**src/design/dcs_pkg.sv**
```systemverilog
// ----------------------------------------------------------------------------
// dcs_pkg: shared definitions for the divisor count and sum block
// Widths, field sizes and the command and status bundles between the
// controller and the datapath.
// ----------------------------------------------------------------------------
`default_nettype none

package dcs_pkg;

    // Width of the number that is factored (8 to 32).
    localparam int N_WIDTH     = 32;
    localparam int IN_WIDTH    = 32;
    // A trial divisor never exceeds the square root of the number plus one.
    localparam int D_WIDTH     = N_WIDTH / 2 + 1;
    localparam int SQ_WIDTH    = 2 * D_WIDTH;
    localparam int EXP_WIDTH   = 6;
    localparam int CNT_WIDTH   = 11;
    localparam int SUM_WIDTH   = 35;
    // Split of the series sum for the two partial products of the fold.
    localparam int SUM_LO_W    = SUM_WIDTH / 2 + 1;
    localparam int SUM_HI_W    = SUM_WIDTH - SUM_LO_W;
    // The divider retires two quotient bits per cycle.
    localparam int DIV_STEPS   = (N_WIDTH + 1) / 2;
    localparam int DIV_W       = 2 * DIV_STEPS;
    localparam int DIV_CNT_W   = $clog2(DIV_STEPS);

    typedef struct packed {
        logic load;        // take a new number and set the products to one
        logic div_start;   // divide the remainder by the trial divisor
        logic hit;         // divisor divides: keep quotient, raise power
        logic accum;       // add the new prime power to the series
        logic fold_lo;     // first partial product of the sum fold
        logic fold_hi;     // second partial product and count fold
        logic fold_sum;    // combine partial products into the sum
        logic advance;     // move on to the next trial divisor
        logic tail;        // leftover prime with exponent one
        logic out_load;    // capture the result
    } dcs_cmd_t;

    typedef struct packed {
        logic square_gt;   // trial divisor squared exceeds remainder
        logic div_done;
        logic div_rem_zero;
        logic exp_nonzero;
        logic rem_gt_one;
    } dcs_status_t;

endpackage

`default_nettype wire

```
**src/design/dcs_if.sv**
```systemverilog
// ----------------------------------------------------------------------------
// dcs_if: channel interfaces of the divisor count and sum block
// A request channel carrying the number and a result channel carrying the
// divisor count and sum, both with valid and ready.
// ----------------------------------------------------------------------------
`default_nettype none

interface dcs_req_if;
    import dcs_pkg::*;

    logic                valid;
    logic                ready;
    logic [IN_WIDTH-1:0] number;

    modport source (output valid, output number, input ready);
    modport sink   (input valid, input number, output ready);
endinterface

interface dcs_res_if;
    import dcs_pkg::*;

    logic                 valid;
    logic                 ready;
    logic [CNT_WIDTH-1:0] divisor_count;
    logic [SUM_WIDTH-1:0] divisor_sum;

    modport source (output valid, output divisor_count, output divisor_sum, input ready);
    modport sink   (input valid, input divisor_count, input divisor_sum, output ready);
endinterface

`default_nettype wire

```
**src/design/dcs_divider.sv**
```systemverilog
// ----------------------------------------------------------------------------
// dcs_divider: radix-4 restoring divider
// Divides the remainder by the trial divisor, two quotient bits per cycle,
// and reports the quotient and whether the division left nothing over.
// ----------------------------------------------------------------------------
`default_nettype none

module dcs_divider (
    input  wire logic                        clk,
    input  wire logic                        rst_n,
    input  wire logic                        start,
    input  wire logic [dcs_pkg::DIV_W-1:0]   dividend,
    input  wire logic [dcs_pkg::D_WIDTH-1:0] divisor,
    output logic                             done,
    output logic [dcs_pkg::DIV_W-1:0]        quotient,
    output logic                             rem_zero
);
    import dcs_pkg::*;

    localparam logic [DIV_CNT_W-1:0] LAST_STEP = DIV_CNT_W'(DIV_STEPS - 1);

    logic                 busy_reg;
    logic                 done_reg;
    logic [DIV_CNT_W-1:0] cnt_reg;
    logic [D_WIDTH-1:0]   r_reg;
    logic [DIV_W-1:0]     q_reg;
    logic [D_WIDTH-1:0]   d_reg;

    logic [D_WIDTH:0]     step1;
    logic [D_WIDTH:0]     step2;
    logic [D_WIDTH-1:0]   r_next;
    logic [DIV_W-1:0]     q_next;

    // One restoring step: returns the quotient bit above the new remainder.
    function automatic logic [D_WIDTH:0] div_step(input logic [D_WIDTH-1:0] r,
                                                  input logic             b,
                                                  input logic [D_WIDTH-1:0] d);
        logic [D_WIDTH:0] t;
        logic [D_WIDTH:0] dd;
        t  = {r, b};
        dd = {1'b0, d};
        if (t >= dd)
        begin
            div_step = {1'b1, D_WIDTH'(t - dd)};
        end
        else
        begin
            div_step = {1'b0, t[D_WIDTH-1:0]};
        end
    endfunction

    always_comb
    begin
        step1  = div_step(r_reg, q_reg[DIV_W-1], d_reg);
        step2  = div_step(step1[D_WIDTH-1:0], q_reg[DIV_W-2], d_reg);
        r_next = step2[D_WIDTH-1:0];
        q_next = {q_reg[DIV_W-3:0], step1[D_WIDTH], step2[D_WIDTH]};
    end

    always_ff @(posedge clk or negedge rst_n)
    begin
        if (!rst_n)
        begin
            busy_reg <= 1'b0;
            done_reg <= 1'b0;
            cnt_reg  <= '0;
        end
        else
        begin
            done_reg <= 1'b0;
            if (start)
            begin
                busy_reg <= 1'b1;
                cnt_reg  <= '0;
            end
            else if (busy_reg)
            begin
                cnt_reg <= cnt_reg + DIV_CNT_W'(1);
                if (cnt_reg == LAST_STEP)
                begin
                    busy_reg <= 1'b0;
                    done_reg <= 1'b1;
                end
            end
        end
    end

    always_ff @(posedge clk)
    begin
        if (start)
        begin
            r_reg <= '0;
            q_reg <= dividend;
            d_reg <= divisor;
        end
        else if (busy_reg)
        begin
            r_reg <= r_next;
            q_reg <= q_next;
        end
    end

    assign done     = done_reg;
    assign quotient = q_reg;
    assign rem_zero = (r_reg == '0);

endmodule

`default_nettype wire

```
**src/design/dcs_datapath.sv**
```systemverilog
// ----------------------------------------------------------------------------
// dcs_datapath: factoring datapath
// Holds the remainder, trial divisor and its square, the running prime
// power and series, the two products and the result registers.
// ----------------------------------------------------------------------------
`default_nettype none

module dcs_datapath (
    input  wire logic                          clk,
    input  wire logic                          rst_n,
    input  wire dcs_pkg::dcs_cmd_t             cmd,
    input  wire logic [dcs_pkg::IN_WIDTH-1:0]  number,
    output dcs_pkg::dcs_status_t               status,
    output logic [dcs_pkg::CNT_WIDTH-1:0]      divisor_count,
    output logic [dcs_pkg::SUM_WIDTH-1:0]      divisor_sum
);
    import dcs_pkg::*;

    logic [N_WIDTH-1:0]   rem_reg,    rem_next;
    logic [D_WIDTH-1:0]   d_reg,      d_next;
    logic [SQ_WIDTH-1:0]  sq_reg,     sq_next;
    logic [EXP_WIDTH-1:0] exp_reg,    exp_next;
    logic [CNT_WIDTH-1:0] cp_reg,     cp_next;
    logic [SUM_WIDTH-1:0] sp_reg,     sp_next;
    logic [SUM_WIDTH-1:0] pp_reg,     pp_next;
    logic [SUM_WIDTH-1:0] ser_reg,    ser_next;
    logic [SUM_WIDTH-1:0] lo_reg,     lo_next;
    logic [SUM_WIDTH-1:0] hi_reg,     hi_next;
    logic [CNT_WIDTH-1:0] cnt_out_reg;
    logic [SUM_WIDTH-1:0] sum_out_reg;

    logic                 div_done;
    logic                 div_rem_zero;
    logic [DIV_W-1:0]     div_quot;

    dcs_divider u_divider (
        .clk      (clk),
        .rst_n    (rst_n),
        .start    (cmd.div_start),
        .dividend (DIV_W'(rem_reg)),
        .divisor  (d_reg),
        .done     (div_done),
        .quotient (div_quot),
        .rem_zero (div_rem_zero)
    );

    always_comb
    begin
        rem_next = rem_reg;
        d_next   = d_reg;
        sq_next  = sq_reg;
        exp_next = exp_reg;
        cp_next  = cp_reg;
        sp_next  = sp_reg;
        pp_next  = pp_reg;
        ser_next = ser_reg;
        lo_next  = lo_reg;
        hi_next  = hi_reg;

        if (cmd.load)
        begin
            rem_next = number[N_WIDTH-1:0];
            d_next   = D_WIDTH'(2);
            sq_next  = SQ_WIDTH'(4);
            exp_next = '0;
            cp_next  = CNT_WIDTH'(1);
            sp_next  = SUM_WIDTH'(1);
            pp_next  = SUM_WIDTH'(1);
            ser_next = SUM_WIDTH'(1);
        end
        if (cmd.hit)
        begin
            rem_next = div_quot[N_WIDTH-1:0];
            pp_next  = SUM_WIDTH'(pp_reg * SUM_WIDTH'(d_reg));
            exp_next = exp_reg + EXP_WIDTH'(1);
        end
        if (cmd.accum)
        begin
            ser_next = ser_reg + pp_reg;
        end
        if (cmd.fold_lo)
        begin
            lo_next = SUM_WIDTH'(sp_reg * SUM_WIDTH'(ser_reg[SUM_LO_W-1:0]));
        end
        if (cmd.fold_hi)
        begin
            hi_next = SUM_WIDTH'(sp_reg * SUM_WIDTH'(ser_reg[SUM_WIDTH-1:SUM_LO_W]));
            cp_next = CNT_WIDTH'(cp_reg * (CNT_WIDTH'(exp_reg) + CNT_WIDTH'(1)));
        end
        if (cmd.fold_sum)
        begin
            // Only the low bits of the full product are kept.
            sp_next = lo_reg + (hi_reg << SUM_LO_W);
        end
        if (cmd.advance)
        begin
            d_next   = d_reg + D_WIDTH'(1);
            sq_next  = sq_reg + SQ_WIDTH'({d_reg, 1'b0}) + SQ_WIDTH'(1);
            exp_next = '0;
            pp_next  = SUM_WIDTH'(1);
            ser_next = SUM_WIDTH'(1);
        end
        if (cmd.tail)
        begin
            exp_next = EXP_WIDTH'(1);
            ser_next = SUM_WIDTH'(rem_reg) + SUM_WIDTH'(1);
        end
    end

    always_ff @(posedge clk)
    begin
        rem_reg <= rem_next;
        d_reg   <= d_next;
        sq_reg  <= sq_next;
        exp_reg <= exp_next;
        cp_reg  <= cp_next;
        sp_reg  <= sp_next;
        pp_reg  <= pp_next;
        ser_reg <= ser_next;
        lo_reg  <= lo_next;
        hi_reg  <= hi_next;
        if (cmd.out_load)
        begin
            cnt_out_reg <= cp_reg;
            sum_out_reg <= sp_reg;
        end
    end

    always_comb
    begin
        status.square_gt    = (sq_reg > SQ_WIDTH'(rem_reg));
        status.div_done     = div_done;
        status.div_rem_zero = div_rem_zero;
        status.exp_nonzero  = (exp_reg != '0);
        status.rem_gt_one   = (rem_reg > N_WIDTH'(1));
    end

    assign divisor_count = cnt_out_reg;
    assign divisor_sum   = sum_out_reg;

endmodule

`default_nettype wire

```
**src/design/dcs_ctrl.sv**
```systemverilog
// ----------------------------------------------------------------------------
// dcs_ctrl: factoring controller
// Sequences the trial divisions, the folds of each prime into the products
// and the hand-over of the result to the output register.
// ----------------------------------------------------------------------------
`default_nettype none

module dcs_ctrl (
    input  wire logic                 clk,
    input  wire logic                 rst_n,
    input  wire logic                 req_valid,
    output logic                      req_ready,
    output logic                      res_valid,
    input  wire logic                 res_ready,
    input  wire dcs_pkg::dcs_status_t status,
    output dcs_pkg::dcs_cmd_t         cmd
);
    import dcs_pkg::*;

    typedef enum logic [2:0] {
        S_IDLE,
        S_CHECK,
        S_DIV,
        S_ACCUM,
        S_FOLD_LO,
        S_FOLD_HI,
        S_FOLD_SUM,
        S_DONE
    } state_t;

    state_t state_reg, state_next;
    logic   tail_reg,  tail_next;
    logic   valid_reg, valid_next;
    logic   res_transfer;

    assign res_transfer = valid_reg && res_ready;

    always_comb
    begin
        state_next = state_reg;
        tail_next  = tail_reg;
        valid_next = res_transfer ? 1'b0 : valid_reg;
        cmd        = '0;

        case (state_reg)
            S_IDLE:
            begin
                if (req_valid)
                begin
                    cmd.load   = 1'b1;
                    tail_next  = 1'b0;
                    state_next = S_CHECK;
                end
            end
            S_CHECK:
            begin
                if (status.square_gt)
                begin
                    if (status.rem_gt_one)
                    begin
                        cmd.tail   = 1'b1;
                        tail_next  = 1'b1;
                        state_next = S_FOLD_LO;
                    end
                    else
                    begin
                        state_next = S_DONE;
                    end
                end
                else
                begin
                    cmd.div_start = 1'b1;
                    state_next    = S_DIV;
                end
            end
            S_DIV:
            begin
                if (status.div_done)
                begin
                    if (status.div_rem_zero)
                    begin
                        cmd.hit    = 1'b1;
                        state_next = S_ACCUM;
                    end
                    else if (status.exp_nonzero)
                    begin
                        state_next = S_FOLD_LO;
                    end
                    else
                    begin
                        cmd.advance = 1'b1;
                        state_next  = S_CHECK;
                    end
                end
            end
            S_ACCUM:
            begin
                // The same divisor is tried again on the new quotient.
                cmd.accum     = 1'b1;
                cmd.div_start = 1'b1;
                state_next    = S_DIV;
            end
            S_FOLD_LO:
            begin
                cmd.fold_lo = 1'b1;
                state_next  = S_FOLD_HI;
            end
            S_FOLD_HI:
            begin
                cmd.fold_hi = 1'b1;
                state_next  = S_FOLD_SUM;
            end
            S_FOLD_SUM:
            begin
                cmd.fold_sum = 1'b1;
                if (tail_reg)
                begin
                    state_next = S_DONE;
                end
                else
                begin
                    cmd.advance = 1'b1;
                    state_next  = S_CHECK;
                end
            end
            S_DONE:
            begin
                // Wait until the output register is free before loading it.
                if (!valid_reg || res_ready)
                begin
                    cmd.out_load = 1'b1;
                    valid_next   = 1'b1;
                    state_next   = S_IDLE;
                end
            end
            default:
            begin
                state_next = S_IDLE;
            end
        endcase
    end

    always_ff @(posedge clk or negedge rst_n)
    begin
        if (!rst_n)
        begin
            state_reg <= S_IDLE;
            tail_reg  <= 1'b0;
            valid_reg <= 1'b0;
        end
        else
        begin
            state_reg <= state_next;
            tail_reg  <= tail_next;
            valid_reg <= valid_next;
        end
    end

    assign req_ready = (state_reg == S_IDLE);
    assign res_valid = valid_reg;

endmodule

`default_nettype wire

```
**src/design/divisor_count_and_sum_top.sv**
```systemverilog
// ----------------------------------------------------------------------------
// divisor_count_and_sum_top: divisor count and divisor sum by trial division
// Factors one number at a time and returns tau and sigma of it.
// ----------------------------------------------------------------------------
// The block takes one number on the request channel, factors it by trial
// division and returns the number of divisors and the sum of divisors on the
// result channel; inputs of zero and one both give a count and sum of one.
// One number is worked on at a time, while the previous result may still wait
// in the output register. Each trial divisor gets a square test and, if
// its square does not exceed the remainder, a division in the radix-4
// divider. A divisor that divides is tried again on the quotient, and each
// distinct prime, a leftover one included, is then folded into the count and
// the sum in a low, a high and a sum fold step. The result is loaded only
// once the output register is free.
// ----------------------------------------------------------------------------
`default_nettype none

module divisor_count_and_sum_top (
    input  wire logic clk,
    input  wire logic rst_n,
    dcs_req_if.sink   request,
    dcs_res_if.source result
);
    import dcs_pkg::*;

    dcs_cmd_t    cmd;
    dcs_status_t status;

    dcs_ctrl u_ctrl (
        .clk       (clk),
        .rst_n     (rst_n),
        .req_valid (request.valid),
        .req_ready (request.ready),
        .res_valid (result.valid),
        .res_ready (result.ready),
        .status    (status),
        .cmd       (cmd)
    );

    dcs_datapath u_datapath (
        .clk           (clk),
        .rst_n         (rst_n),
        .cmd           (cmd),
        .number        (request.number),
        .status        (status),
        .divisor_count (result.divisor_count),
        .divisor_sum   (result.divisor_sum)
    );

endmodule

`default_nettype wire

```
**src/flat_wrapper.sv**
```systemverilog
// flat-port wrapper written by rule: the top's interface ports become plain ports
module divisor_count_and_sum_top_flat import dcs_pkg::*;
  (clk, rst_n, request_valid, request_number, request_ready, result_valid, result_divisor_count, result_divisor_sum, result_ready);
  dcs_req_if request_i ();
  dcs_res_if result_i ();
  input  wire logic clk;
  input  wire logic rst_n;
  input wire logic [$bits(request_i.valid)-1:0] request_valid;
  input wire logic [$bits(request_i.number)-1:0] request_number;
  output wire logic [$bits(request_i.ready)-1:0] request_ready;
  output wire logic [$bits(result_i.valid)-1:0] result_valid;
  output wire logic [$bits(result_i.divisor_count)-1:0] result_divisor_count;
  output wire logic [$bits(result_i.divisor_sum)-1:0] result_divisor_sum;
  input wire logic [$bits(result_i.ready)-1:0] result_ready;
  assign request_i.valid = request_valid;
  assign request_i.number = request_number;
  assign request_ready = request_i.ready;
  assign result_valid = result_i.valid;
  assign result_divisor_count = result_i.divisor_count;
  assign result_divisor_sum = result_i.divisor_sum;
  assign result_i.ready = result_ready;
  divisor_count_and_sum_top u_core (.clk(clk), .rst_n(rst_n), .request(request_i), .result(result_i));
endmodule
```
**config.mk**
```make
export PLATFORM = sky130hd
export DESIGN_NAME = divisor_count_and_sum_top_flat
export DESIGN_NICKNAME = d
export VERILOG_FILES = /design/src/design/dcs_pkg.sv /design/src/design/dcs_if.sv /design/src/design/dcs_divider.sv /design/src/design/dcs_datapath.sv /design/src/design/dcs_ctrl.sv /design/src/design/divisor_count_and_sum_top.sv /design/src/flat_wrapper.sv
export SDC_FILE = /design/constraint.sdc
export NUM_CORES = 2
export LEC_CHECK = 0
export ABC_AREA = 1
export BUFFER_PORTS_ARGS = -buffer_cell sky130_fd_sc_hd__buf_4
export CORE_MARGIN = 8
export CORE_UTILIZATION = 59
export CTS_BUF_LIST = sky130_fd_sc_hd__clkbuf_8
export DETAILED_ROUTE_END_ITERATION = 8
export PLACE_DENSITY_LB_ADDON = 0.1
export SYNTH_ARGS = -nofsm -noshare
export SYNTH_HDL_FRONTEND = slang
export SYNTH_SLANG_ARGS = --single-unit
export TNS_END_PERCENT = 50
```
**constraint.sdc**
```tcl
create_clock -name clk -period 6.3 [get_ports clk]
set_input_delay 0.63 -clock clk [delete_from_list [all_inputs] [get_ports clk]]
set_output_delay 0.63 -clock clk [all_outputs]
set_load 0.03 [all_outputs]
```
After elaboration in Yosys (flattened, before gate mapping). Index checks and enable logic that the tools add are counted.

$add $sub $neg: 11. Multipliers: 4. Magnitude comparators: 4. Equal/unequal tests: 13. Muxes and demuxes: 66. Reduce and logical (&&, ||, !) cells: 17.

Operator list (number): 35-bit 2-to-1 mux (6); 32-bit 2-to-1 mux (4); 35-bit adder (2); 34-bit 2-to-1 mux (2); 18-bit by 17-bit greater-or-equal comparator with 1-bit output (2); 18-bit 2-to-1 mux (2); 35-bit by 17-bit multiplier with 17-bit output (1); 35-bit by 17-bit multiplier with 35-bit output (1); 35-bit by 18-bit multiplier with 35-bit output (1); 34-bit by 1-bit adder with 34-bit output, second input constant (1); 34-bit by 18-bit adder with 34-bit output (1); 34-bit by 32-bit > comparator with 1-bit output (1); 17-bit 2-to-1 mux (2); 17-bit subtractor (2); 32-bit by 1-bit adder with 33-bit output, second input constant (1); 32-bit by 1-bit > comparator with 1-bit output, second input constant (1); 1-bit 2-to-1 mux (32); 3-bit one-hot mux with 8 select lines (1); 11-bit 2-to-1 mux (2); 3-bit 2-to-1 mux (7); 17-bit by 1-bit adder with 17-bit output, second input constant (1); 17-bit logical NOT (1); 3-bit == test, second input constant (4); 6-bit 2-to-1 mux (2); other kinds (23) (35).

Bits in registers: 380. Bits of input ports: 36. Logic and storage cells: 137.

Logic depth before layout (Yosys ltp).
Word-level depth: 7. Depth in mapped cells: 30.

Cells and area by module. From an unflattened synthesis, not the netlist that was laid out.

Cell total of the unflattened synthesis: 7418. Area total of the unflattened synthesis: 57221.1 µm².

Modules (own cells, without submodules): dcs_datapath (instances 1, cells each 6628, area an instance 51605.7 µm², sequential area each 8688.3 µm²); dcs_divider (instances 1, cells each 715, area an instance 5178.7 µm², sequential area each 1961.9 µm²); dcs_ctrl (instances 1, cells each 75, area an instance 436.7 µm², sequential area each 125.1 µm²).

Least setup slack after synthesis. Ideal clock, no wire load.

Path kind: reg2reg. Start: reg u_core.u_datapath.d_reg[16]. End: reg u_core.u_datapath.pp_reg[23]. Setup time: 132 ps. Arrival time: 5765 ps. Path slack: 403 ps. Cell stages (with the launch flop): 22. Path buffers: 2. Period minus slack after synthesis: 5897 ps. Cells stage by stage: edfxtp_1 -> clkbuf_1 -> clkbuf_1 -> nand2_1 -> fa_1 -> fa_1 -> inv_1 -> fa_1 -> fa_1 -> fa_1 -> inv_1 -> fa_1 -> inv_1 -> ha_1 -> a21o_1 -> a21boi_0 -> o21ai_0 -> a21oi_1 -> o21ai_0 -> or2_2 -> nand3_1 -> a21oi_1.

Cells in the longest elaborated chain, start to end: 2.

Ends and longest elaborated chain: from (decl) (line dcs_datapath.sv:20) `logic [D_WIDTH-1:0] d_reg, d_next;`; from (signal assigned) (line dcs_datapath.sv:113) `d_reg <= d_next;`; 35-bit by 17-bit multiplier with 35-bit output (line dcs_datapath.sv:74) `pp_next = SUM_WIDTH'(pp_reg * SUM_WIDTH'(d_reg));`; 35-bit 2-to-1 mux (line dcs_datapath.sv:71) `if (cmd.hit)`; to (signal assigned) (line dcs_datapath.sv:118) `pp_reg <= pp_next;`; to (decl) (line dcs_datapath.sv:25) `logic [SUM_WIDTH-1:0] pp_reg, pp_next;`.

Every way passes these cells. A chain may end at the register's enable or synchronous reset.

Worst setup path after layout.
Start: reg u_core.u_datapath.d_reg[7]. End: reg u_core.u_datapath.pp_reg[30].

The elaborated chain is that of the path after synthesis.

==> results.cfg <==
[setup_path]
arrival_ps = 6660
crit_path_start_kind = flip-flop
critPathKind = reg2reg
crit_path_end_kind = flip-flop
crit_path_max_fanout = 28
critical_path_required_ps = 6850

[status]
outcome = finished, final reports clean

[placed_design]
hpwl_mm = 133
place_area_mm2 = 0.0598
gp_congestion = 0.971
io_buffers = 83

[synthesis]
avgSynthCellArea_um2 = 7.90
synth_ff_type = edfxtp_1
synth_edf_count = 311
syn_area_mm2 = 0.0565
netlist_instances = 7157
syn-num-nets = 8413
synth_top_area_cell = fa_1
synthTopCellsByArea = fa_1, edfxtp_1, nand2_1
synth_cell_type_count = 61
ys_seq_area_frac = 0.191
synth_seq_cells = 380
yosysTopAreaCellShare = 0.308
ys_warn_count = 0
async_flop_share = 0.0289

[final_layout]
post-route-util = 0.650
area_delta_synth_final_pct = 9.14
final_area_mm2 = 0.0617
fill_cells = 8391
final_nets = 8554
layout-drive-gt1-share = 0.0723

[sta]
finalHoldViolations = 0
slew_headroom = 0.210
finClkSkew_ps = 62.1
max_freq_mhz = 164
final_max_slew_viol_count = 0
rsz0062_at_grt = true
setup_viol = 0
tns_ps = 0
fin_crit_ps = 6110
period_share = 0.969
tightestPinTransition_ps = 1180

[clock_network]
path_clk_slew_ps = 60
clk_latency_ps = 760
numCtsBuffers = 78
cts_sinks = 380
cts_max_path_buffers = 3
root_buffer = clkbuf_8
htreeDepth = 3
cts_tree = built

[global_route]
grt_max_degree = 67
grt_usage = 0.312
antenna_found_initial = 2
grt_pass1_wl_mm = 260
overflow = 0
grt_pass1_vias = 47300

[route]
drt_wl_total_mm = 165
via_per_inst = 5.43
first_pass_iters = 8
drc = 0
vias = 46800
wl_per_cell_um = 19.2
detail-route-antenna-nets = 0
first_iter_violations = 3673

[floorplan]
die-width_um = 326
core_mm2 = 0.0950
rows = 113
die-area_mm2 = 0.106
die_h_um = 326
io_pins = 84
start_util = 0.595

[job]
max_cap_viol_count = 0

[hold_path]
hp-class = in2reg
## critical path: stages (launching register included)
cell and delay [ps]:
edfxtp_1 420, buf_12 180, nand2_1 100, inv_1 60, fa_1 530, inv_1 60
fa_1 490, fa_1 510, inv_1 50, fa_1 490, fa_1 550, inv_1 50
fa_1 530, inv_1 40, ha_1 350, nand2_1 90, inv_1 100, nand3_1 190
nor2_4 210, nand4_1 190, nand3_2 170, nand2_1 60, nand2_1 90, nand2_1 110
nand2_1 70, nand2_1 40, nand3_1 70, a21oi_1 60
## final timing paths
| kind | from | endpoint | slack, ps | cells past startpoint |
|---|---|---|---|---|
| worst min-delay path | request_number[20] | u_core.u_datapath.rem_reg[20] | 200 | 3 |
| worst max-delay path | u_core.u_datapath.d_reg[7] | u_core.u_datapath.pp_reg[30] | 190 | 27 |
| worst min register to register | u_core.u_datapath.cp_reg[10] | u_core.u_datapath.divisor_count[10] | 460 | 0 |
| max in group asynchronous | rst_n | u_core.u_datapath.u_divider.busy_reg | 5720 | 2 |
| worst max register to register | u_core.u_datapath.d_reg[7] | u_core.u_datapath.pp_reg[30] | 190 | 27 |
| min in group asynchronous | rst_n | u_core.u_datapath.u_divider.cnt_reg[3] | 320 | 2 |
## cells in the final DEF, fill, tap and decap left out, types with 39 or more instances in the layout
master       n
nand4_1     52
clkbuf_8    88
ha_1       348
buf_12      39
fa_1       871
o21ai_0    193
inv_1     1884
nor2_1     280
buf_4      296
nand3_1    187
edfxtp_1   311
xnor2_1     82
xor2_1     110
a21oi_1    278
dfxtp_1     55
nand2_1   1892
nor3_1      54
## synth_stat cells, types with 27 or more instances
master / count
nand2_1: 1896
edfxtp_1: 311
nor3_1: 56
inv_1: 1860
fa_1: 871
dfxtp_1: 58
a21o_1: 33
a21oi_1: 282
xor2_1: 110
nor2_1: 283
nand3_1: 190
ha_1: 349
buf_1: 27
mux2i_1: 30
o21ai_0: 194
nand4_1: 52
xnor2_1: 82
clkbuf_1: 222
## area by class of cell
class | instances | area, µm² | area share
inverters | 1872 | 7030 | 0.114
multi-input cells | 4630 | 37800 | 0.612
flip-flops and latches | 380 | 10800 | 0.175
clock inverters | 53 | 334 | 0.00541
repair buffers | 336 | 3010 | 0.0488
clock buffers | 88 | 1210 | 0.0196
diodes | 3 | 7.51 | 0.000122
well taps | 1265 | 1580 | 0.0256
## layer usage
| metal | share of wire | global-route usage | vias up |
|---|---|---|---|
| met5 | 0 | 0 | - |
| met4 | 0.040 | 0.117 | 0 |
| met3 | 0.080 | 0.0517 | 340 |
| met2 | 0.47 | 0.517 | 1832 |
| met1 | 0.41 | 0.412 | 23000 |
| li1 | - | - | 21600 |
## per-stage QoR
| stage | std cells | hold WS, ps | setup slack [ps] |
|---|---|---|---|
| floorplan | 7157 | 334 | 403 |
| global placement | 8455 | 438 | -73.5 |
| detailed placement | 8455 | 444 | -92.5 |
| CTS | 8606 | 141 | 22.8 |
| global route | 8627 | 175 | -11.4 |
| finish | 8627 | 195 | 193 |
## timing repair
action                                  CTS  global route
hold buffers                              1             0
endpoints found under the hold margin    11             0
resized for setup                         0            19
endpoints found under the setup margin    1            15
buffers inserted                          9            18
## logic make-up after synthesis
family | count (synthesis) | synth area share
multiplexers | 30 | 0.00531
flip-flops | 380 | 0.191
AO/OA/AOI/OAI | 620 | 0.0610
adder cells (fa/ha/maj) | 1220 | 0.386
XOR/XNOR | 192 | 0.0297
AND/OR/NAND/NOR | 2568 | 0.184
buffers and inverters | 2147 | 0.144
Power is left out: the tool's default activity adds up to more than one toggle a clock period on the data nets, which glitch-free logic cannot reach.
